## src/sv/bvg_pkg.sv

```systemverilog
// Shared types and constants of the battery voltage gauge.
`default_nettype none

package bvg_pkg;

   // Sample and accumulator widths
   localparam int ADC_BITS  = 12;
   localparam int SUM_BITS  = ADC_BITS + 8;
   localparam int CNT_W     = 8;

   // Register and field widths
   localparam int MV_W      = 14;
   localparam int MVQ_W     = 24;
   localparam int ALPHA_W   = 16;
   localparam int FRAC_W    = 8;
   localparam int SMOOTH_W  = MV_W + FRAC_W;
   localparam int AVG_W     = 12;
   localparam int PCT_W     = 7;

   // Shared divider: percentage quotient never reaches 2^PCT_QB
   localparam int PCT_QB    = 6;
   localparam int X_W       = 22;
   localparam int DQ_W      = (SUM_BITS > X_W) ? SUM_BITS : X_W;
   localparam int REM_W     = 17;
   localparam int STEP_W    = $clog2(DQ_W + 1);

   // Shared multiplier
   localparam int MUL_A_W   = DQ_W;
   localparam int MUL_B_W   = MVQ_W;
   localparam int PROD_W    = MUL_A_W + MUL_B_W;
   localparam int V_W       = PROD_W - FRAC_W;
   localparam int ACC_W     = 40;
   localparam int FSUM_W    = ACC_W + 1;
   localparam int ONE_Q16   = 65536;
   localparam int HALF_Q16  = 32768;

   // Piecewise-linear LiPo curve, voltages in Q8 mV
   localparam int SEG_N     = 5;
   localparam int SEG_W     = 3;
   localparam int D_W       = 16;
   localparam logic [SMOOTH_W-1:0] PCT_LO_Q8 = SMOOTH_W'(3300 * 256);
   localparam logic [SMOOTH_W-1:0] PCT_HI_Q8 = SMOOTH_W'(4200 * 256);
   localparam logic [PCT_W-1:0]    PCT_FULL  = PCT_W'(100);
   localparam logic [PCT_W-1:0]    PCT_EMPTY = '0;

   localparam logic [SMOOTH_W-1:0] SEG_BP_Q8 [SEG_N] = '{
      SMOOTH_W'(3300 * 256), SMOOTH_W'(3500 * 256), SMOOTH_W'(3700 * 256),
      SMOOTH_W'(3900 * 256), SMOOTH_W'(4050 * 256)};
   // half divisor (span in Q8) and full divisor (twice the span)
   localparam logic [X_W-1:0]   SEG_HALF [SEG_N] = '{
      X_W'(200 * 256), X_W'(200 * 256), X_W'(200 * 256),
      X_W'(150 * 256), X_W'(150 * 256)};
   localparam logic [REM_W-1:0] SEG_DIV  [SEG_N] = '{
      REM_W'(400 * 256), REM_W'(400 * 256), REM_W'(400 * 256),
      REM_W'(300 * 256), REM_W'(300 * 256)};
   localparam logic [PCT_W-1:0] SEG_BASE [SEG_N] = '{
      PCT_W'(0), PCT_W'(10), PCT_W'(40), PCT_W'(75), PCT_W'(92)};
   localparam logic [PCT_W-1:0] SEG_RISE2 [SEG_N] = '{
      PCT_W'(20), PCT_W'(60), PCT_W'(70), PCT_W'(34), PCT_W'(16)};

   // Register map
   localparam int CSR_IDX_W = 3;
   localparam logic [CSR_IDX_W-1:0] CSR_SAMPLE_COUNT   = 3'd0;
   localparam logic [CSR_IDX_W-1:0] CSR_MV_PER_COUNT   = 3'd1;
   localparam logic [CSR_IDX_W-1:0] CSR_ALPHA          = 3'd2;
   localparam logic [CSR_IDX_W-1:0] CSR_VALID_MIN      = 3'd3;
   localparam logic [CSR_IDX_W-1:0] CSR_VALID_MAX      = 3'd4;
   localparam logic [CSR_IDX_W-1:0] CSR_CONN_MIN       = 3'd5;
   localparam logic [CSR_IDX_W-1:0] CSR_CONN_MAX       = 3'd6;
   localparam logic [CSR_IDX_W-1:0] CSR_CHARGE_ACT_LOW = 3'd7;
   localparam int CSR_DATA_W = MVQ_W;

   // Register reset values
   localparam logic [CNT_W-1:0]   RST_SAMPLE_COUNT = CNT_W'(1);
   localparam logic [MVQ_W-1:0]   RST_MV_PER_COUNT = MVQ_W'(170394);
   localparam logic [ALPHA_W-1:0] RST_ALPHA        = ALPHA_W'(6554);
   localparam logic [MV_W-1:0]    RST_VALID_MIN    = MV_W'(2500);
   localparam logic [MV_W-1:0]    RST_VALID_MAX    = MV_W'(5000);
   localparam logic [MV_W-1:0]    RST_CONN_MIN     = MV_W'(3000);
   localparam logic [MV_W-1:0]    RST_CONN_MAX     = MV_W'(4300);

   typedef enum logic [3:0] {
      S_IDLE,
      S_DIV,
      S_MULV,
      S_CHECK,
      S_MULS,
      S_MULI,
      S_FILT,
      S_PSEL,
      S_PMUL,
      S_PLOAD,
      S_PDIV,
      S_PSUM,
      S_DONE
   } state_type;

endpackage

`default_nettype wire

```

## src/sv/battery_voltage_gauge.sv

```systemverilog
// Top level of the battery voltage gauge: burst averaging, scaling, filter, percentage.
//
//   channel   direction  handshake             payload
//   req_      in         req_valid/req_stall   adc_sample, charge_pin
//   rsp_      out        rsp_valid/rsp_stall   raw_average .. charging
//   csr_      in         csr_valid/csr_ready   csr_index, csr_data
//
// A sample that does not close a burst is simply added to the burst sum. A sample that closes a burst
// holds req_stall through SUM_BITS (20) shared divider steps for the average,
// one shared multiplier pass each for scaling, the two filter products and the curve, then
// PCT_QB (6) divider steps; the first reading skips the filter and a voltage off
// the curve skips the percentage. Hold the input stalled in S_DONE until the
// output register is free; reset is synchronous and restores registers and burst state.
`default_nettype none

module battery_voltage_gauge
   import bvg_pkg::*;
(
   input  wire logic                  clock,
   input  wire logic                  reset,
   // samples
   input  wire logic                  req_valid,
   output logic                       req_stall,
   input  wire logic [ADC_BITS-1:0]   req_adc_sample,
   input  wire logic                  req_charge_pin,
   // results
   output logic                       rsp_valid,
   input  wire logic                  rsp_stall,
   output logic [AVG_W-1:0]           rsp_raw_average,
   output logic [MV_W-1:0]            rsp_instant_mv,
   output logic [MV_W-1:0]            rsp_smoothed_mv_out,
   output logic [PCT_W-1:0]           rsp_charge_percent,
   output logic                       rsp_reading_replaced,
   output logic                       rsp_battery_connected,
   output logic                       rsp_charging,
   // configuration
   input  wire logic                  csr_valid,
   output logic                       csr_ready,
   input  wire logic [CSR_IDX_W-1:0]  csr_index,
   input  wire logic [CSR_DATA_W-1:0] csr_data
);

   // ---------------------------------------------------------------- registers
   state_type state_ff, state_in;

   logic [CNT_W-1:0]    sample_count_ff;
   logic [MVQ_W-1:0]    mv_per_count_ff;
   logic [ALPHA_W-1:0]  alpha_ff;
   logic [MV_W-1:0]     valid_min_ff, valid_max_ff, conn_min_ff, conn_max_ff;
   logic                charge_act_low_ff;

   logic [SUM_BITS-1:0] sum_ff;
   logic [CNT_W-1:0]    taken_ff;
   logic                pin_ff;
   logic                seeded_ff;
   logic [SMOOTH_W-1:0] smooth_ff;

   // shared divider
   logic [REM_W-1:0]    rem_ff;
   logic [DQ_W-1:0]     dq_ff;
   logic [REM_W-1:0]    div_ff;
   logic [STEP_W-1:0]   cnt_ff;

   // shared multiplier
   logic [PROD_W-1:0]   prod_ff;
   logic [ACC_W-1:0]    acc_ff;

   logic [AVG_W-1:0]    avg_ff;
   logic [SMOOTH_W-1:0] inst_ff;
   logic                repl_ff;
   logic [SEG_W-1:0]    seg_ff;
   logic [D_W-1:0]      d_ff;
   logic [PCT_W-1:0]    pct_ff;

   logic                rsp_valid_ff;
   logic [AVG_W-1:0]    rsp_avg_ff;
   logic [MV_W-1:0]     rsp_inst_ff, rsp_smooth_ff;
   logic [PCT_W-1:0]    rsp_pct_ff;
   logic                rsp_repl_ff, rsp_conn_ff, rsp_chg_ff;

   // ---------------------------------------------------------------- datapath logic
   logic                req_accept;
   logic [SUM_BITS-1:0] sum_in;
   logic [CNT_W-1:0]    taken_in;
   logic [CNT_W-1:0]    burst_len;
   logic                burst_done;

   logic [REM_W:0]      div_trial;
   logic                div_ge;
   logic [REM_W-1:0]    rem_in;
   logic [DQ_W-1:0]     dq_in;

   logic [MUL_A_W-1:0]  mul_a;
   logic [MUL_B_W-1:0]  mul_b;
   logic [PROD_W-1:0]   prod_in;

   logic [V_W-1:0]      v_full;
   logic                v_replaced;
   logic                smooth_in_window;
   logic [SMOOTH_W-1:0] inst_in;
   logic [FSUM_W-1:0]   filt_sum;
   logic [SEG_W-1:0]    seg_in;
   logic [X_W-1:0]      pct_x;
   logic                conn_now;
   logic                rsp_load;

   assign req_accept = req_valid && !req_stall;
   assign sum_in     = sum_ff + SUM_BITS'(req_adc_sample);
   assign taken_in   = taken_ff + CNT_W'(1);
   // a count of zero means one sample per burst
   assign burst_len  = (sample_count_ff == '0) ? CNT_W'(1) : sample_count_ff;
   assign burst_done = taken_in >= burst_len;

   // one restoring step: shift in the next dividend bit, subtract if it fits
   assign div_trial = {rem_ff, dq_ff[DQ_W-1]};
   assign div_ge    = div_trial >= {1'b0, div_ff};
   assign rem_in    = div_ge ? REM_W'(div_trial - {1'b0, div_ff}) : REM_W'(div_trial);
   assign dq_in     = {dq_ff[DQ_W-2:0], div_ge};

   assign prod_in = PROD_W'(mul_a) * PROD_W'(mul_b);

   // window tests at full precision
   assign v_full     = prod_ff[PROD_W-1:FRAC_W];
   assign v_replaced = (v_full < V_W'({valid_min_ff, {FRAC_W{1'b0}}}))
                    || (v_full > V_W'({valid_max_ff, {FRAC_W{1'b0}}}));
   assign smooth_in_window = (smooth_ff >= {valid_min_ff, {FRAC_W{1'b0}}})
                          && (smooth_ff <= {valid_max_ff, {FRAC_W{1'b0}}});

   always_comb begin
      if (!v_replaced) begin
         inst_in = v_full[SMOOTH_W-1:0];
      end else if (smooth_in_window) begin
         inst_in = smooth_ff;
      end else begin
         inst_in = '0;
      end
   end

   // rounded blend of old value and new reading
   assign filt_sum = FSUM_W'(acc_ff) + FSUM_W'(prod_ff[ACC_W-1:0]) + FSUM_W'(HALF_Q16);

   // curve segment of the smoothed voltage, searched from the top
   always_comb begin
      if (smooth_ff >= SEG_BP_Q8[4]) begin
         seg_in = SEG_W'(4);
      end else if (smooth_ff >= SEG_BP_Q8[3]) begin
         seg_in = SEG_W'(3);
      end else if (smooth_ff >= SEG_BP_Q8[2]) begin
         seg_in = SEG_W'(2);
      end else if (smooth_ff >= SEG_BP_Q8[1]) begin
         seg_in = SEG_W'(1);
      end else begin
         seg_in = SEG_W'(0);
      end
   end

   // numerator of the rounded segment fraction: d*2r + span
   assign pct_x = X_W'(prod_ff[X_W-1:0]) + SEG_HALF[seg_ff];

   assign conn_now = (smooth_ff >= {conn_min_ff, {FRAC_W{1'b0}}})
                  && (smooth_ff <= {conn_max_ff, {FRAC_W{1'b0}}});

   // ---------------------------------------------------------------- sequencer
   always_comb begin
      state_in = state_ff;
      case (state_ff)
         S_IDLE: begin
            if (req_accept && burst_done) state_in = S_DIV;
         end
         S_DIV: begin
            if (cnt_ff == STEP_W'(1)) state_in = S_MULV;
         end
         S_MULV:  state_in = S_CHECK;
         S_CHECK: state_in = seeded_ff ? S_MULS : S_PSEL;
         S_MULS:  state_in = S_MULI;
         S_MULI:  state_in = S_FILT;
         S_FILT:  state_in = S_PSEL;
         S_PSEL: begin
            if (smooth_ff <= PCT_LO_Q8 || smooth_ff >= PCT_HI_Q8) begin
               state_in = S_DONE;
            end else begin
               state_in = S_PMUL;
            end
         end
         S_PMUL:  state_in = S_PLOAD;
         S_PLOAD: state_in = S_PDIV;
         S_PDIV: begin
            if (cnt_ff == STEP_W'(1)) state_in = S_PSUM;
         end
         S_PSUM:  state_in = S_DONE;
         S_DONE: begin
            if (rsp_load) state_in = S_IDLE;
         end
         default: state_in = S_IDLE;
      endcase
   end

   // controls: input stall, result load, multiplier operands
   always_comb begin
      req_stall = (state_ff != S_IDLE);
      rsp_load  = (state_ff == S_DONE) && (!rsp_valid_ff || !rsp_stall);
      mul_a     = '0;
      mul_b     = '0;
      case (state_ff)
         S_MULV: begin
            mul_a = MUL_A_W'(dq_ff[SUM_BITS-1:0]);
            mul_b = mv_per_count_ff;
         end
         S_MULS: begin
            mul_a = MUL_A_W'(smooth_ff);
            mul_b = MUL_B_W'(17'(ONE_Q16) - {1'b0, alpha_ff});
         end
         S_MULI: begin
            mul_a = MUL_A_W'(inst_ff);
            mul_b = MUL_B_W'(alpha_ff);
         end
         S_PMUL: begin
            mul_a = MUL_A_W'(d_ff);
            mul_b = MUL_B_W'(SEG_RISE2[seg_ff]);
         end
         default: begin
            mul_a = '0;
            mul_b = '0;
         end
      endcase
   end

   always_ff @(posedge clock) begin
      if (reset) begin
         state_ff <= S_IDLE;
      end else begin
         state_ff <= state_in;
      end
   end

   // ---------------------------------------------------------------- configuration
   assign csr_ready = 1'b1;

   always_ff @(posedge clock) begin
      if (reset) begin
         sample_count_ff   <= RST_SAMPLE_COUNT;
         mv_per_count_ff   <= RST_MV_PER_COUNT;
         alpha_ff          <= RST_ALPHA;
         valid_min_ff      <= RST_VALID_MIN;
         valid_max_ff      <= RST_VALID_MAX;
         conn_min_ff       <= RST_CONN_MIN;
         conn_max_ff       <= RST_CONN_MAX;
         charge_act_low_ff <= 1'b1;
      end else if (csr_valid && csr_ready) begin
         case (csr_index)
            CSR_SAMPLE_COUNT:   sample_count_ff   <= csr_data[CNT_W-1:0];
            CSR_MV_PER_COUNT:   mv_per_count_ff   <= csr_data[MVQ_W-1:0];
            CSR_ALPHA:          alpha_ff          <= csr_data[ALPHA_W-1:0];
            CSR_VALID_MIN:      valid_min_ff      <= csr_data[MV_W-1:0];
            CSR_VALID_MAX:      valid_max_ff      <= csr_data[MV_W-1:0];
            CSR_CONN_MIN:       conn_min_ff       <= csr_data[MV_W-1:0];
            CSR_CONN_MAX:       conn_max_ff       <= csr_data[MV_W-1:0];
            CSR_CHARGE_ACT_LOW: charge_act_low_ff <= csr_data[0];
            default: ;
         endcase
      end
   end

   // ---------------------------------------------------------------- burst and filter state
   always_ff @(posedge clock) begin
      if (reset) begin
         sum_ff    <= '0;
         taken_ff  <= '0;
         seeded_ff <= 1'b0;
         smooth_ff <= '0;
      end else begin
         if (req_accept) begin
            if (burst_done) begin
               // close the burst and start over
               sum_ff   <= '0;
               taken_ff <= '0;
            end else begin
               sum_ff   <= sum_in;
               taken_ff <= taken_in;
            end
         end
         if (state_ff == S_CHECK && !seeded_ff) begin
            // first reading seeds the filter as it is
            smooth_ff <= inst_in;
            seeded_ff <= 1'b1;
         end else if (state_ff == S_FILT) begin
            smooth_ff <= filt_sum[SMOOTH_W+15:16];
         end
      end
   end

   // ---------------------------------------------------------------- work registers
   always_ff @(posedge clock) begin
      prod_ff <= prod_in;
      case (state_ff)
         S_IDLE: begin
            if (req_accept && burst_done) begin
               // left-align the sum so the quotient lands in the low bits
               rem_ff <= '0;
               dq_ff  <= DQ_W'(sum_in) << (DQ_W - SUM_BITS);
               div_ff <= REM_W'(burst_len);
               cnt_ff <= STEP_W'(SUM_BITS);
               pin_ff <= req_charge_pin;
            end
         end
         S_DIV, S_PDIV: begin
            rem_ff <= rem_in;
            dq_ff  <= dq_in;
            cnt_ff <= cnt_ff - STEP_W'(1);
         end
         S_MULV: begin
            avg_ff <= dq_ff[AVG_W-1:0];
         end
         S_CHECK: begin
            inst_ff <= inst_in;
            repl_ff <= v_replaced;
         end
         S_MULI: begin
            acc_ff <= prod_ff[ACC_W-1:0];
         end
         S_PSEL: begin
            seg_ff <= seg_in;
            d_ff   <= D_W'(smooth_ff - SEG_BP_Q8[seg_in]);
            pct_ff <= (smooth_ff <= PCT_LO_Q8) ? PCT_EMPTY : PCT_FULL;
         end
         S_PLOAD: begin
            // quotient is below 2^PCT_QB, so the upper bits already sit under the divisor
            rem_ff <= REM_W'(pct_x[X_W-1:PCT_QB]);
            dq_ff  <= DQ_W'(pct_x[PCT_QB-1:0]) << (DQ_W - PCT_QB);
            div_ff <= SEG_DIV[seg_ff];
            cnt_ff <= STEP_W'(PCT_QB);
         end
         S_PSUM: begin
            pct_ff <= SEG_BASE[seg_ff] + PCT_W'(dq_ff[PCT_QB-1:0]);
         end
         default: ;
      endcase
   end

   // ---------------------------------------------------------------- result register
   always_ff @(posedge clock) begin
      if (reset) begin
         rsp_valid_ff <= 1'b0;
      end else if (rsp_load) begin
         rsp_valid_ff <= 1'b1;
      end else if (!rsp_stall) begin
         rsp_valid_ff <= 1'b0;
      end
   end

   always_ff @(posedge clock) begin
      if (rsp_load) begin
         rsp_avg_ff    <= avg_ff;
         rsp_inst_ff   <= inst_ff[SMOOTH_W-1:FRAC_W];
         rsp_smooth_ff <= smooth_ff[SMOOTH_W-1:FRAC_W];
         rsp_pct_ff    <= pct_ff;
         rsp_repl_ff   <= repl_ff;
         rsp_conn_ff   <= conn_now;
         rsp_chg_ff    <= conn_now && (charge_act_low_ff ? !pin_ff : pin_ff);
      end
   end

   assign rsp_valid             = rsp_valid_ff;
   assign rsp_raw_average       = rsp_avg_ff;
   assign rsp_instant_mv        = rsp_inst_ff;
   assign rsp_smoothed_mv_out   = rsp_smooth_ff;
   assign rsp_charge_percent    = rsp_pct_ff;
   assign rsp_reading_replaced  = rsp_repl_ff;
   assign rsp_battery_connected = rsp_conn_ff;
   assign rsp_charging          = rsp_chg_ff;

   // ---------------------------------------------------------------- assertions
   a_pct_range: assert property (@(posedge clock) disable iff (reset)
      rsp_valid |-> (rsp_charge_percent <= PCT_FULL))
      else $error("charge percentage above full");

   a_chg_conn: assert property (@(posedge clock) disable iff (reset)
      (rsp_valid && rsp_charging) |-> rsp_battery_connected)
      else $error("charging flagged without a connected battery");

   a_rem_bound: assert property (@(posedge clock) disable iff (reset)
      (state_ff == S_DIV || state_ff == S_PDIV) |-> (rem_ff < div_ff))
      else $error("divider remainder not below divisor");

   a_div_steps: assert property (@(posedge clock) disable iff (reset)
      (state_ff == S_DIV || state_ff == S_PDIV) |-> (cnt_ff != '0))
      else $error("divider running with no steps left");

endmodule

`default_nettype wire
```

## config.mk

```make
export PLATFORM = sky130hd
export DESIGN_NAME = battery_voltage_gauge
export DESIGN_NICKNAME = d
export VERILOG_FILES = /design/src/sv/bvg_pkg.sv /design/src/sv/battery_voltage_gauge.sv
export SDC_FILE = /design/constraint.sdc
export NUM_CORES = 2
export LEC_CHECK = 0
export BUFFER_PORTS_ARGS = -buffer_cell sky130_fd_sc_hd__buf_2
export CAP_MARGIN = 25
export CELL_PAD_IN_SITES_DETAIL_PLACEMENT = 0
export CELL_PAD_IN_SITES_GLOBAL_PLACEMENT = 1
export CORE_MARGIN = 2
export CORE_UTILIZATION = 55
export DETAILED_ROUTE_END_ITERATION = 8
export PLACE_DENSITY = 0.95
export SLEW_MARGIN = 20
export SYNTH_ARGS = -nofsm -noshare
export SYNTH_HDL_FRONTEND = slang
export SYNTH_SLANG_ARGS = --single-unit
```

## constraint.sdc

```tcl
create_clock -name clock -period 19.3 [get_ports clock]
set_input_delay 3.86 -clock clock [delete_from_list [all_inputs] [get_ports clock]]
set_output_delay 3.86 -clock clock [all_outputs]
set_load 0.03 [all_outputs]
```

# After elaboration in Yosys (flattened, before gate mapping)
# Memory sizes are Yosys's and may differ from the RTL's.
# Cells that the tools add are included.
# W data, S select, Z words.
# op_classes
bitwise_logic,2
add_sub_neg,10
n_reduce_logical,36
div_mod_pow,0
mux,44
multipliers,1
shift,0
n_eq_ne,25
n_lt_le_gt_ge,16
# ops
cell,count
$mux W22,7
$pmux W24 S4,1
$ge A22 B20 Y1 const B,4
$pmux W22 S4,1
$mux W17,5
$pmux W22 S3,1
$pmux W4 S13,1
$pmux W17 S3,1
$mul A22 B24 Y46,1
$ge A22 B22 Y1,2
$le A22 B22 Y1,2
$add A38 B16 Y38 const B,1
$add A38 B38 Y38,1
$gt A38 B22 Y1,1
$lt A38 B22 Y1,1
$mux W7,5
$pmux W17 S2,1
$mux W16,2
$add A22 B22 Y22,1
$ge A22 B21 Y1 const B,1
$le A22 B20 Y1 const B,1
$reduce_and A2 Y1,11
$add A20 B12 Y20,1
$eq A4 B4 Y1 const B,5
other kinds (39),76
# word_totals
mem_bits_ro,600
word_cells,173
in_bits,45
out_inout_bits,53
memories,5
ram_bits,0
latch_bits,0
register_bits,418
# memory_table
name,depth,width,rd,rd_ports_with_merged_regs,write_ports,line,source
(name not given),8,22,1,0,0,battery_voltage_gauge.sv:323,d_ff <= D_W'(smooth_ff - SEG_BP_Q8[seg_in]);
(name not given),8,22,1,0,0,battery_voltage_gauge.sv:158,assign pct_x = X_W'(prod_ff[X_W-1:0]) + SEG_HALF[seg_ff];
(name not given),8,17,1,0,0,battery_voltage_gauge.sv:330,div_ff <= SEG_DIV[seg_ff];
(name not given),8,7,1,0,0,battery_voltage_gauge.sv:334,pct_ff <= SEG_BASE[seg_ff] + PCT_W'(dq_ff[PCT_QB-1:0]);
(name not given),8,7,1,0,0,battery_voltage_gauge.sv:219,mul_b = MUL_B_W'(SEG_RISE2[seg_ff]);

# Logic depth before layout (Yosys ltp)
# logic_depth
word_depth,10
mapped_depth,35
depth_no_buf,32

# Worst setup path before layout
# No wires, ideal clock.
# synth_path
path_type,register to register
from,register state_ff[2]
to,register prod_ff[39]
setup_time_ps,95
synth_period_minus_slack_ps,8277
path_stages_with_launch,32
t_arrival_ps,8182
required_time_ps,19205
path_slack_ps,11023
path_cell_list,dfxtp_1 > buf_2 > nor2b_1 > nand2_1 > nor2_1 > buf_2 > a22oi_1 > nand2_1 > clkbuf_1 > nand2_1 > fa_1 > inv_1 > fa_1 > inv_1 > fa_1 > inv_1 > fa_1 > fa_1 > fa_1 > inv_1 > fa_1 > inv_1 > ha_1 > a21oi_1 > o21bai_1 > a21o_1 > a21o_1 > a21oi_1 > a31oi_2 > a31oi_1 > o21ai_1 > o311ai_1
# synth_between
elab_chain_cells,3
# synth_rtl
item,line,source
start: declaration,battery_voltage_gauge.sv:44,"state_type state_ff, state_in;"
start signal: assignment,battery_voltage_gauge.sv:232,state_ff <= state_in;
$eq A4 B4 Y1 (tied with other cells),battery_voltage_gauge.sv:204,case (state_ff)
$pmux W22 S4 / $pmux W24 S4 (equally long branches),battery_voltage_gauge.sv:204,
$mul A22 B24 Y46 *,battery_voltage_gauge.sv:120,assign prod_in = PROD_W'(mul_a) * PROD_W'(mul_b);
via prod_in[39],battery_voltage_gauge.sv:95,logic [PROD_W-1:0] prod_in;
end signal: assignment,battery_voltage_gauge.sv:294,prod_ff <= prod_in;
end: declaration,battery_voltage_gauge.sv:65,logic [PROD_W-1:0] prod_ff;
# Mark *: on every way through the listed nets, which the timed path passes. The rest lies on a longest branch.
# A chain may end at the register's enable or synchronous reset.

# Final worst setup path
# layout_path
from,register state_ff[2]
to,register prod_ff[45]
# Same word-level chain as after synthesis.

==> results_dict.tcl <==
set metrics [dict create \
    slew_headroom_pct 20.4 \
    place_area_sq_um 40300 \
    setup.worst_path.start "state_ff[2]$_SDFFE_PP0P_" \
    portBuffers 96 \
    synth_area_leaders "fa_1 (23%), edfxtp_1 (16%), ha_1 (12%)" \
    async_reset_ff_share_pct 0 \
    worst_r2r_path_depth 28 \
    yosysUniqueCellTypes 87 \
    p_leak_nw 19.2 \
    max_freq_ghz 0.0989 \
    whs_path_depth 0 \
    maxCapViolations 0 \
    finalMaxSlewViolations 0 \
    synth-warning-count 0 \
    critPathBufInv 6 \
    placedCellCount 5177 \
    clock_path_buffers 3 \
    syn_area_per_cell_sq_um 9.14 \
    post-route-cell-area_sq_um 41800 \
    hp-start "avg_ff[1]$_DFFE_PN_" \
    n_antenna_cell 0 \
    setup_violations 0 \
    grt_max_degree 96 \
    cts_buffers 44 \
    syn-cell-area_sq_um 38800 \
    holdCritPathClass "register to register" \
    place_hpwl_mm 89.9 \
    ys_seq_area_share_pct 26.6 \
    cp_num_cells 28 \
    gp_congestion 0.989 \
    die_h_um 270 \
    rows 97 \
    coreArea_sq_um 69900 \
    areaGrowthSynthToFinish_pct 7.71 \
    ctsResizeCount 0 \
    grt_overflow_total 0 \
    synth_edf_count 205 \
    postCtsSetupRepairBufs 0 \
    postSynthCellCount 4242 \
    grt_pass1_wl_mm 185 \
    post_drt_via_cell_ratio 5.97 \
    arrival_ns 10.57 \
    clockRootBuffer "clkbuf_16" \
    yosysTopAreaCell "fa_1" \
    die_area_sq_um 72600 \
    period_needed_ns 10.11 \
    die_w_um 270 \
    fin_skew_ns 0.0275 \
    worstReg2RegStart "state_ff[2]$_SDFFE_PP0P_" \
    tightest_slew_ns 1.19 \
    fin_crit_sh_pct 52.4 \
    grtUsageMet3_pct 7.47 \
    fin_util_pct 59.8 \
    crit_type "register to register" \
    cts_htree_levels 2 \
    cellPowerDensity_nw_per_um2 73.0 \
    wirelength_mm 120 \
    avgRoutedWirePerCell_um 22.7 \
    crit_slowest_cell "nand2_1" \
    ant_nets 0 \
    track_usage_pct 33.2 \
    irDropWorstVdd_mv 0.0644 \
    nets 5144 \
    crit_top_cell "fa_1" \
    crit_path_end_kind "register" \
    num_io_pins 98 \
    use_met1_pct 45.7 \
    synthTopCellsByCount "nand2_1 (694), inv_1 (646), fa_1 (442)" \
    first_iter_violations 3386 \
    clock_latency_ns 0.60 \
    slowest_delay_ns 0.76 \
    synth_most_common_cell "nand2_1" \
    cts_sinks 412 \
    ys_ff_latch 412 \
    start_util_pct 55.5 \
    grt_pass1_vias 31100 \
    drive_gt1_share_pct 6.43 \
    yosysTopAreaCellShare_pct 22.8 \
    timing.setup.tns_ns 0 \
    stdcell_count 5263 \
    grt_setup_unrepaired "false" \
    globalRoute.busiestLayer "met2" \
    route.detailed.drc 0 \
    met2_usage_pct 49.5 \
    critPathRequiredTime_ns 19.76 \
    hold_viol 0 \
    status "completed" \
    postCtsHoldBufs 0 \
    antenna_found_initial 3 \
    path_clk_slew_ns 0.07 \
    dr.pass1.iters 6 \
    startpoint_type "register" \
    path_delay_family "adder cells" \
    vias 31400 \
    critPathMaxFanout 44 \
    ys.flop_type "dfxtp_1" \
    cts_tree "done" \
]
state kept, by name (all words and copies together), names as in the netlist, 8 cells and up:
| register | count |
|---|---|
| conn_max_ff | 14 |
| valid_max_ff | 14 |
| sample_count_ff | 8 |
| rsp_smoothed_mv_out | 14 |
| rem_ff | 17 |
| d_ff | 16 |
| dq_ff | 22 |
| mv_per_count_ff | 24 |
| taken_ff | 8 |
| sum_ff | 20 |
| acc_ff | 38 |
| rsp_instant_mv | 14 |
| alpha_ff | 16 |
| avg_ff | 12 |
| rsp_raw_average | 12 |
| valid_min_ff | 14 |
| div_ff | 11 |
| prod_ff | 46 |
| conn_min_ff | 14 |
| inst_ff | 22 |
| smooth_ff | 22 |
area by class of cell:
type / count / area (sq um)
Clock buffer: 54 / 1170
Clock inverter: 28 / 244
Fill cell: 6131 / 28100
Inverter: 647 / 2430
Multi-Input combinational cell: 3020 / 25500
Sequential cell: 412 / 10300
Tap cell: 940 / 1180
Timing Repair Buffer: 162 / 1000
logic make-up after synthesis:
kind of cell | synth area share (%)
AND/OR/NAND/NOR | 15.0
buffers and inverters | 8.16
adder cells (fa/ha/maj) | 34.8
AO/OA/AOI/OAI | 12.0
flip-flops | 26.6
XOR/XNOR | 3.18
multiplexers | 0.368
other | 0.0194
worst paths after layout:
kind,endpoint,slack [ns]
worst min-delay path,rsp_raw_average[1]$_DFFE_PP_,0.42
worst max-delay path,prod_ff[45]$_DFF_P_,9.19
worst max register to register,prod_ff[45]$_DFF_P_,9.19
worst min register to register,rsp_raw_average[1]$_DFFE_PP_,0.42
worst reg2reg max path: cells and delay by family (launching register included):
kind | cells | cell delay, ns
flip-flops | 1 | 0.71
AO/OA/AOI/OAI | 6 | 1.93
AND/OR/NAND/NOR | 7 | 2.23
XOR/XNOR | 1 | 0.11
adder cells (fa/ha/maj) | 8 | 4.13
buffers and inverters | 6 | 0.86
layout by cell type (no fill, tap or decap), drive strengths merged, types with 26 or more instances in the layout:
cell	synthesis	final
xor2	52	52
nand4	37	37
clkbuf	151	55
a22oi	62	62
nor3	39	39
xnor2	89	89
o21a	26	26
dfxtp	207	207
o21ai	102	102
buf	25	161
ha	370	370
and2	33	33
edfxtp	205	205
a21o	57	57
inv	647	650
fa	442	442
nor2	318	318
nand3	57	57
a21oi	239	239
nand2	694	694
nand3b	37	37
a22o	30	30
per-layer routing:
layer	part of all wire, %	vias to the layer above	wire [um]
li1	-	14000	-
met1	40	15300	48100
met2	43	1699	50900
met3	11	384	13600
met4	5.7	8	6880
met5	0.12	-	146
stage by stage:
step,worst slack [ns],hold WS [ns],total power (W)
after floorplan,11.02,0.400,0.00181
after global placement,8.99,0.407,0.00215
after detailed placement,8.87,0.405,0.00217
after CTS,8.81,0.419,0.00302
after global routing,8.54,0.426,0.00318
final,9.19,0.419,0.00305
power by group:
part	internal [W]	total, W	switching, W
clock network	0.000475	0.000855	0.000380
registers	0.00104	0.00115	0.000108
logic	0.000341	0.00104	0.000701
(Power assumes the default switching activity.)
